==> src/rtl/core/flow_pulse_detector_assert.svh <==
// ----------------------------------------------------------------------------
// Flow pulse detector assertion macros
// Shared property wrappers for the concurrent checks of the detector core.
// ----------------------------------------------------------------------------
`ifndef FLOW_PULSE_DETECTOR_ASSERT_SVH
`define FLOW_PULSE_DETECTOR_ASSERT_SVH

// The consequent must hold in the same cycle as the antecedent.
`define FPD_ASSERT_IMP(label, clock, resetn, ante, cons, msg) \
    label: assert property (@(posedge clock) disable iff (!resetn) (ante) |-> (cons)) \
        else $error(msg);

// The consequent must hold in the cycle after the antecedent.
`define FPD_ASSERT_NXT(label, clock, resetn, ante, cons, msg) \
    label: assert property (@(posedge clock) disable iff (!resetn) (ante) |=> (cons)) \
        else $error(msg);

`endif

==> src/rtl/core/fpd_pkg.sv <==
// ----------------------------------------------------------------------------
// Flow pulse detector package
// Widths, constants and register codes of the flow pulse detector.
// ----------------------------------------------------------------------------
`timescale 1ns / 1ps

package fpd_pkg;

    localparam int CNT16_W = 16;
    localparam int SUM_W   = 32;
    localparam int NUM_W   = 40;   // 16-bit count times the 24-bit rate constant
    localparam int IN_W    = 16;
    localparam int OUT_W   = 216;  // 209 payload bits padded to whole bytes
    localparam int PAD_W   = OUT_W - 1 - CNT16_W - 6 * SUM_W;

    // 60000 ms per minute times 256 for the Q24.8 fraction.
    localparam logic [23:0] RATE_K = 24'd15360000;

    localparam int MUL_STEPS = CNT16_W;
    localparam int DIV_STEPS = NUM_W;
    localparam int STEP_W    = $clog2(DIV_STEPS);

    localparam logic [CNT16_W-1:0] MIN_PULSES_RST = 16'd10;
    localparam logic [CNT16_W-1:0] PPG_RST        = 16'd1000;

    typedef enum logic
    {
        CFG_MIN_PULSES = 1'b0,
        CFG_PULSES_PER_GALLON = 1'b1
    } cfg_index_t;

    typedef enum logic
    {
        CMD_PULSE  = 1'b0,
        CMD_PERIOD = 1'b1
    } cmd_t;

endpackage

==> src/rtl/core/flow_pulse_detector.sv <==
// ----------------------------------------------------------------------------
// Flow pulse detector
// Counts flow sensor edges, tracks flow runs and totals, and reports a rate.
// ----------------------------------------------------------------------------
// A pulse transfer gives no result. A period transfer passes the accept,
// the bit-serial multiplier that forms the rate numerator and denominator
// (run and total counters update in its first two steps), the restoring
// divider that yields one quotient bit per cycle, and a load step that waits
// for a free output register before its result is loaded there. Input is
// taken only while the sequencer is idle; pulse transfers are still taken
// while a finished result waits downstream.
`timescale 1ns / 1ps

module flow_pulse_detector
(
    input  logic        clk,
    input  logic        rst_n,
    input  logic        s_axis_tvalid,
    output logic        s_axis_tready,
    input  logic [15:0] s_axis_tdata,   // [15:0] period_ms
    input  logic        s_axis_tuser,   // [0] cmd
    output logic        m_axis_tvalid,
    input  logic        m_axis_tready,
    // [0] flowing, [16:1] last_pulses, [48:17] run_pulses, [80:49] run_ms,
    // [112:81] total_flow_pulses, [144:113] total_flow_ms,
    // [176:145] flow_count, [208:177] rate_gpm_q8, [215:209] zero
    output logic [215:0] m_axis_tdata,
    input  logic        cfg_valid,
    output logic        cfg_ready,
    input  logic        cfg_index,
    input  logic [15:0] cfg_data
);

    typedef enum logic [3:0]
    {
        ST_IDLE = 4'b0001,
        ST_MUL  = 4'b0010,
        ST_DIV  = 4'b0100,
        ST_DONE = 4'b1000
    } state_t;

    localparam int C_W = fpd_pkg::CNT16_W;
    localparam int S_W = fpd_pkg::SUM_W;
    localparam int N_W = fpd_pkg::NUM_W;
    localparam int T_W = fpd_pkg::STEP_W;

    state_t         state_reg, state_next;
    logic [T_W-1:0] step_reg, step_next;

    logic [C_W-1:0] min_pulses_reg;
    logic [C_W-1:0] ppg_reg;

    logic [C_W-1:0] edge_count_reg, edge_count_next;
    logic [C_W-1:0] lat_pulses_reg, lat_pulses_next;
    logic [C_W-1:0] lat_period_reg, lat_period_next;
    logic           rate_zero_reg, rate_zero_next;
    logic [C_W-1:0] p_shift_reg, p_shift_next;
    logic [C_W-1:0] t_shift_reg, t_shift_next;
    logic [N_W-1:0] nq_reg, nq_next;
    logic [S_W-1:0] den_reg, den_next;
    logic [S_W-1:0] rem_reg, rem_next;

    logic [S_W-1:0] run_p_reg, run_p_next;
    logic [S_W-1:0] run_t_reg, run_t_next;
    logic           flag_reg, flag_next;
    logic [S_W-1:0] tot_p_reg, tot_p_next;
    logic [S_W-1:0] tot_t_reg, tot_t_next;
    logic [S_W-1:0] flows_reg, flows_next;

    logic                          out_valid_reg, out_valid_next;
    logic [fpd_pkg::OUT_W-1:0]     out_data_reg, out_data_next;

    logic           in_fire;
    logic           out_free;
    logic [S_W:0]   rem_shift;
    logic [S_W:0]   rem_diff;
    logic           q_bit;
    logic [S_W-1:0] rate;

    assign s_axis_tready = (state_reg == ST_IDLE);
    assign in_fire       = s_axis_tvalid && s_axis_tready;
    assign out_free      = !out_valid_reg || m_axis_tready;
    assign m_axis_tvalid = out_valid_reg;
    assign m_axis_tdata  = out_data_reg;
    assign cfg_ready     = 1'b1;

    // One restoring division step: bring down the next numerator bit.
    assign rem_shift = {rem_reg, nq_reg[N_W-1]};
    assign rem_diff  = rem_shift - {1'b0, den_reg};
    assign q_bit     = (rem_shift >= {1'b0, den_reg});

    always_comb
    begin
        if (rate_zero_reg)
            rate = '0;
        else if (|nq_reg[N_W-1:S_W])
            rate = '1;
        else
            rate = nq_reg[S_W-1:0];
    end

    always_comb
    begin
        state_next      = state_reg;
        step_next       = step_reg;
        edge_count_next = edge_count_reg;
        lat_pulses_next = lat_pulses_reg;
        lat_period_next = lat_period_reg;
        rate_zero_next  = rate_zero_reg;
        p_shift_next    = p_shift_reg;
        t_shift_next    = t_shift_reg;
        nq_next         = nq_reg;
        den_next        = den_reg;
        rem_next        = rem_reg;
        run_p_next      = run_p_reg;
        run_t_next      = run_t_reg;
        flag_next       = flag_reg;
        tot_p_next      = tot_p_reg;
        tot_t_next      = tot_t_reg;
        flows_next      = flows_reg;
        out_valid_next  = out_valid_reg && !m_axis_tready;
        out_data_next   = out_data_reg;

        unique case (state_reg)
            ST_IDLE:
            begin
                if (in_fire)
                begin
                    if (s_axis_tuser == fpd_pkg::CMD_PULSE)
                    begin
                        if (edge_count_reg != '1)
                            edge_count_next = edge_count_reg + 1'b1;
                    end
                    else
                    begin
                        lat_pulses_next = edge_count_reg;
                        lat_period_next = s_axis_tdata;
                        rate_zero_next  = (edge_count_reg == '0) || (s_axis_tdata == '0);
                        p_shift_next    = edge_count_reg;
                        t_shift_next    = s_axis_tdata;
                        edge_count_next = '0;
                        nq_next         = '0;
                        den_next        = '0;
                        step_next       = '0;
                        state_next      = ST_MUL;
                    end
                end
            end

            ST_MUL:
            begin
                // Shift-and-add multipliers, most significant bit first.
                nq_next  = {nq_reg[N_W-2:0], 1'b0}
                         + (p_shift_reg[C_W-1] ? {16'd0, fpd_pkg::RATE_K} : '0);
                den_next = {den_reg[S_W-2:0], 1'b0}
                         + (t_shift_reg[C_W-1] ? {16'd0, ppg_reg} : '0);
                p_shift_next = {p_shift_reg[C_W-2:0], 1'b0};
                t_shift_next = {t_shift_reg[C_W-2:0], 1'b0};

                // The run counters update in step zero, the totals in step one.
                if (step_reg == '0)
                begin
                    if (lat_pulses_reg != '0)
                    begin
                        run_p_next = run_p_reg + {16'd0, lat_pulses_reg};
                        run_t_next = run_t_reg + {16'd0, lat_period_reg};
                    end
                    else
                    begin
                        run_p_next = '0;
                        run_t_next = '0;
                        flag_next  = 1'b0;
                    end
                end
                else if (step_reg == T_W'(1))
                begin
                    if ((lat_pulses_reg != '0) && (run_p_reg >= {16'd0, min_pulses_reg}))
                    begin
                        if (!flag_reg)
                        begin
                            flag_next  = 1'b1;
                            flows_next = flows_reg + 1'b1;
                            tot_p_next = tot_p_reg + run_p_reg;
                            tot_t_next = tot_t_reg + run_t_reg;
                        end
                        else
                        begin
                            tot_p_next = tot_p_reg + {16'd0, lat_pulses_reg};
                            tot_t_next = tot_t_reg + {16'd0, lat_period_reg};
                        end
                    end
                end

                if (step_reg == T_W'(fpd_pkg::MUL_STEPS - 1))
                begin
                    step_next  = '0;
                    rem_next   = '0;
                    state_next = ST_DIV;
                end
                else
                begin
                    step_next = step_reg + 1'b1;
                end
            end

            ST_DIV:
            begin
                rem_next = q_bit ? rem_diff[S_W-1:0] : rem_shift[S_W-1:0];
                nq_next  = {nq_reg[N_W-2:0], q_bit};
                if (step_reg == T_W'(fpd_pkg::DIV_STEPS - 1))
                    state_next = ST_DONE;
                else
                    step_next = step_reg + 1'b1;
            end

            ST_DONE:
            begin
                if (out_free)
                begin
                    out_valid_next = 1'b1;
                    out_data_next  = {{fpd_pkg::PAD_W{1'b0}}, rate, flows_reg, tot_t_reg,
                                      tot_p_reg, run_t_reg, run_p_reg, lat_pulses_reg,
                                      flag_reg};
                    state_next     = ST_IDLE;
                end
            end

            default:
            begin
                state_next = ST_IDLE;
            end
        endcase
    end

    always_ff @(posedge clk or negedge rst_n)
    begin
        if (!rst_n)
        begin
            state_reg      <= ST_IDLE;
            step_reg       <= '0;
            min_pulses_reg <= fpd_pkg::MIN_PULSES_RST;
            ppg_reg        <= fpd_pkg::PPG_RST;
            edge_count_reg <= '0;
            lat_pulses_reg <= '0;
            lat_period_reg <= '0;
            rate_zero_reg  <= 1'b1;
            run_p_reg      <= '0;
            run_t_reg      <= '0;
            flag_reg       <= 1'b0;
            tot_p_reg      <= '0;
            tot_t_reg      <= '0;
            flows_reg      <= '0;
            out_valid_reg  <= 1'b0;
        end
        else
        begin
            state_reg      <= state_next;
            step_reg       <= step_next;
            edge_count_reg <= edge_count_next;
            lat_pulses_reg <= lat_pulses_next;
            lat_period_reg <= lat_period_next;
            rate_zero_reg  <= rate_zero_next;
            run_p_reg      <= run_p_next;
            run_t_reg      <= run_t_next;
            flag_reg       <= flag_next;
            tot_p_reg      <= tot_p_next;
            tot_t_reg      <= tot_t_next;
            flows_reg      <= flows_next;
            out_valid_reg  <= out_valid_next;
            if (cfg_valid && cfg_ready)
            begin
                unique case (cfg_index)
                    fpd_pkg::CFG_MIN_PULSES:        min_pulses_reg <= cfg_data;
                    fpd_pkg::CFG_PULSES_PER_GALLON: ppg_reg        <= cfg_data;
                    default:                        ppg_reg        <= ppg_reg;
                endcase
            end
        end
    end

    always_ff @(posedge clk)
    begin
        p_shift_reg  <= p_shift_next;
        t_shift_reg  <= t_shift_next;
        nq_reg       <= nq_next;
        den_reg      <= den_next;
        rem_reg      <= rem_next;
        out_data_reg <= out_data_next;
    end

`include "flow_pulse_detector_assert.svh"

    `FPD_ASSERT_NXT(a_period_starts_mul, clk, rst_n, in_fire && s_axis_tuser == fpd_pkg::CMD_PERIOD, state_reg == ST_MUL && step_reg == '0 && edge_count_reg == '0, "period transfer did not start the multiplier")
    `FPD_ASSERT_IMP(a_den_stable_in_div, clk, rst_n, state_reg == ST_DIV && $past(state_reg) == ST_DIV, $stable(den_reg), "divisor changed during division")
    `FPD_ASSERT_NXT(a_done_loads_output, clk, rst_n, state_reg == ST_DONE && out_free, m_axis_tvalid && state_reg == ST_IDLE, "finished result was not loaded")

endmodule
==> config.mk <==
export PLATFORM = sky130hd
export DESIGN_NAME = flow_pulse_detector
export DESIGN_NICKNAME = d
export VERILOG_FILES = /design/src/rtl/core/fpd_pkg.sv /design/src/rtl/core/flow_pulse_detector.sv
export VERILOG_INCLUDE_DIRS = /design/src /design/src/rtl/core
export SDC_FILE = /design/constraint.sdc
export NUM_CORES = 1
export LEC_CHECK = 0
export ABC_AREA = 1
export BUFFER_PORTS_ARGS = -buffer_cell sky130_fd_sc_hd__buf_2
export CAP_MARGIN = 10
export CORE_AREA = 2 2 246 272
export CTS_BUF_LIST = sky130_fd_sc_hd__clkbuf_4 sky130_fd_sc_hd__clkbuf_8 sky130_fd_sc_hd__clkbuf_16
export CTS_CLUSTER_SIZE = 16
export DETAILED_ROUTE_END_ITERATION = 10
export DIE_AREA = 0 0 248 274
export PLACE_DENSITY = 0.73
export SYNTH_ARGS = -nofsm -noshare
export SYNTH_HDL_FRONTEND = slang
export SYNTH_SLANG_ARGS = --single-unit
==> constraint.sdc <==
create_clock -name clk -period 19.6 [get_ports clk]
set_input_delay 0.98 -clock clk [delete_from_list [all_inputs] [get_ports clk]]
set_output_delay 0.98 -clock clk [all_outputs]
set_load 0.1 [all_outputs]
==> summary.txt <==
Routing
  – Vias: 30600
  – Wire per inst: 17.3 µm
  – Post-route DRC: 0
  – Post-route antenna net violation count: 0
  – DR pass1 iterations: 9
  – DR vias/cell: 5.42
  – Final wirelength: 97.9 mm
  – DRT iter0 DRCs: 2359

Power and ir drop
  – Leakage: 18.0 nW
  – Total power: 2.98 mW
  – PD cells: 75.0 nW/µm²
  – Max IR drop VDD: 0.0899 mV

Timing
  – Rel. slew slack: 25.1%
  – Setup-failing EPs final: 0
  – Final Max Tran Viols: 0
  – Fin worst setup slack: 15970 ps
  – Min Clock Period, post-route: 3630 ps
  – Fmax: 0.276 GHz
  – Min Hold Slack: 283 ps
  – Final period util: 18.5%
  – RSZ-0062 raised after global routing: no
  – Worst Max-Slew Pin Slew: 1120 ps
  – Sum Neg Setup Slack: 0 ps
  – Final Hold Vio Count: 0
  – Final Skew: 16.5 ps

Floorplanning
  – Initial core utilization: 54.1%
  – Area of the core: 65500 µm²
  – Die W: 248 µm
  – Die footprint: 68000 µm²
  – Die span in y: 274 µm
  – I/O pin count: 258
  – Std cell rows: 99

Logic synthesis
  – Distinct cells, synth: 53
  – #FFs+latches synth: 598
  – Top_reg_cell synth: edfxtp_1
  – Seq/Total Area, Yosys: 47.1%
  – Mean Syn Cell Area: 7.89 µm²
  – Cells after synthesis: 4495
  – Asr flop ratio synth: 42.3%
  – Synth Warn #: 0
  – Number of synthesized flops with an enable pin: 345
  – Synthesized cell area: 35500 µm²

Placement
  – Detailed Place HPWL: 72.4 mm
  – Cells after DPL: 5527
  – Port bufs: 249
  – Place WS: 15890 ps
  – GPL Wtd Cong: 1.02

GRT
  – Largest net degree at the start of global routing: 98
  – Grt total ovfl: 0
  – First-pass GRT wire length: 155 mm
  – Vias in the first global route: 29200
  – Tot GR Track Use: 28.9%
  – Initial antenna violation count: 0

Clock network
  – Resized cells post-CTS: 0
  – Num CTS Buffers: 66
  – Clock buffer depth: 3
  – Clock Latency Late Sink: 610 ps
  – Clock slew at the register clock pins of the worst setup and hold paths: 60 ps
  – Root Driver: clkbuf_16
  – Hold buffers post-CTS: 0
  – CTS tree: done
  – Post-CTS Setup Inserts: 0
  – TritonCTS Sinks: 598
  – Htree depth: 3

Final layout
  – Largest register FFs: 209
  – Nets: 4953
  – Commonest non-fill, non-tap cell in the layout: nand2_1
  – Area growth syn-to-layout: 12.1%
  – Layout cells sized above 1: 9.19%
  – Most frequent cells in the layout: 1350 x nand2_1, 586 x inv_1, 448 x nor2_1
  – Fill cell count: 5988
  – Post-route insts no fill: 5647
  – Ant diodes: 0

Critical path
  – WP data arrival: 3860 ps
  – Kind of critical path: register to register
  – Startpoint types: register
  – CP Max Fanout: 59
  – WP data required: 19830 ps
  – Crit end category: register

Hold path
  – Worst hold path class: primary input to asynchronous set/reset pin

Job
  – Maxcap violations: 0

Run status
  – Status: completed
==> path summary, 6_finish.rpt <==
path / startpoint / to / slack (ps) / depth (start not counted)
min in group clk: run_t_reg[30] / m_axis_tdata[79] / 460 / 0
worst min-delay path: rst_n / flows_reg[29] / 280 / 1
worst max register to register: state_reg[1] / m_axis_tdata[108] / 15970 / 7
worst max-delay path: state_reg[1] / m_axis_tdata[108] / 15970 / 7
max in group asynchronous: rst_n / flag_reg / 17170 / 3
worst min register to register: run_t_reg[30] / m_axis_tdata[79] / 460 / 0
==> cell families after synthesis <==
kind of cell	count (synthesis)	share of synthesized area (%)
other	2	0.0212
AND/OR/NAND/NOR	2273	26.6
XOR/XNOR	103	2.54
buffers and inverters	698	7.70
flip-flops	598	47.1
adder cells (fa/ha/maj)	177	6.39
AO/OA/AOI/OAI	644	9.59
==> synth_stat cells (all sizes together), types with 7 or more instances <==
master,number,area [µm²]
xnor2,65,569
nor2,461,1770
clkbuf,61,229
xor2,38,333
nand4,64,400
nor3,75,392
nand3,229,1170
o21a,14,105
o22ai,23,144
nand2,1358,5120
inv,593,2230
nand3b,36,270
dfstp,10,263
dfrtp,243,6080
and2,11,68.8
a21oi,238,1190
buf,41,264
fa,7,140
o21bai,11,82.6
nor4,25,156
a21o,10,75.1
o21ai,324,1620
edfxtp,345,10400
ha,170,2130
==> routing by layer <==
metal	GRT usage, %	wire length (µm)	part of all wire, %	vias to the layer above
li1	-	-	-	15200
met1	37.9	41900	43	14300
met2	48.1	46400	47	919
met3	4.02	5770	5.9	219
met4	11.6	3890	4.0	0
met5	0	0	0	-
==> worst max-delay path: stages (launching register included) <==
cell	delay, ps
dfrtp_1	390
inv_1	80
nand2_1	100
nor3_1	370
inv_1	160
a21oi_4	730
buf_4	660
buf_4	680
==> layout make-up <==
cell class,instances,area [µm²],area share [%]
clock buffers,86,1910,4.80
clock inverters,34,337,0.847
inverters,596,2240,5.63
multi-input cells,3205,16100,40.4
flip-flops and latches,598,16700,42.0
well taps,858,1070,2.70
repair buffers,270,1410,3.56
==> report_power, final <==
part / switching, mW / total [mW] / internal, mW
Sequential: 0.0319 / 1.39 / 1.35
Combinational: 0.208 / 0.310 / 0.102
Clock: 0.535 / 1.28 / 0.748
==> metrics by stage <==
stage	utilization (%)	instance area [µm²]
after detailed placement	57.2	37500
after floorplan	-	35500
after global placement	57.2	37500
after CTS	60.7	39800
after global routing	60.7	39800
final	60.7	39800
(Power assumes the default switching activity.)
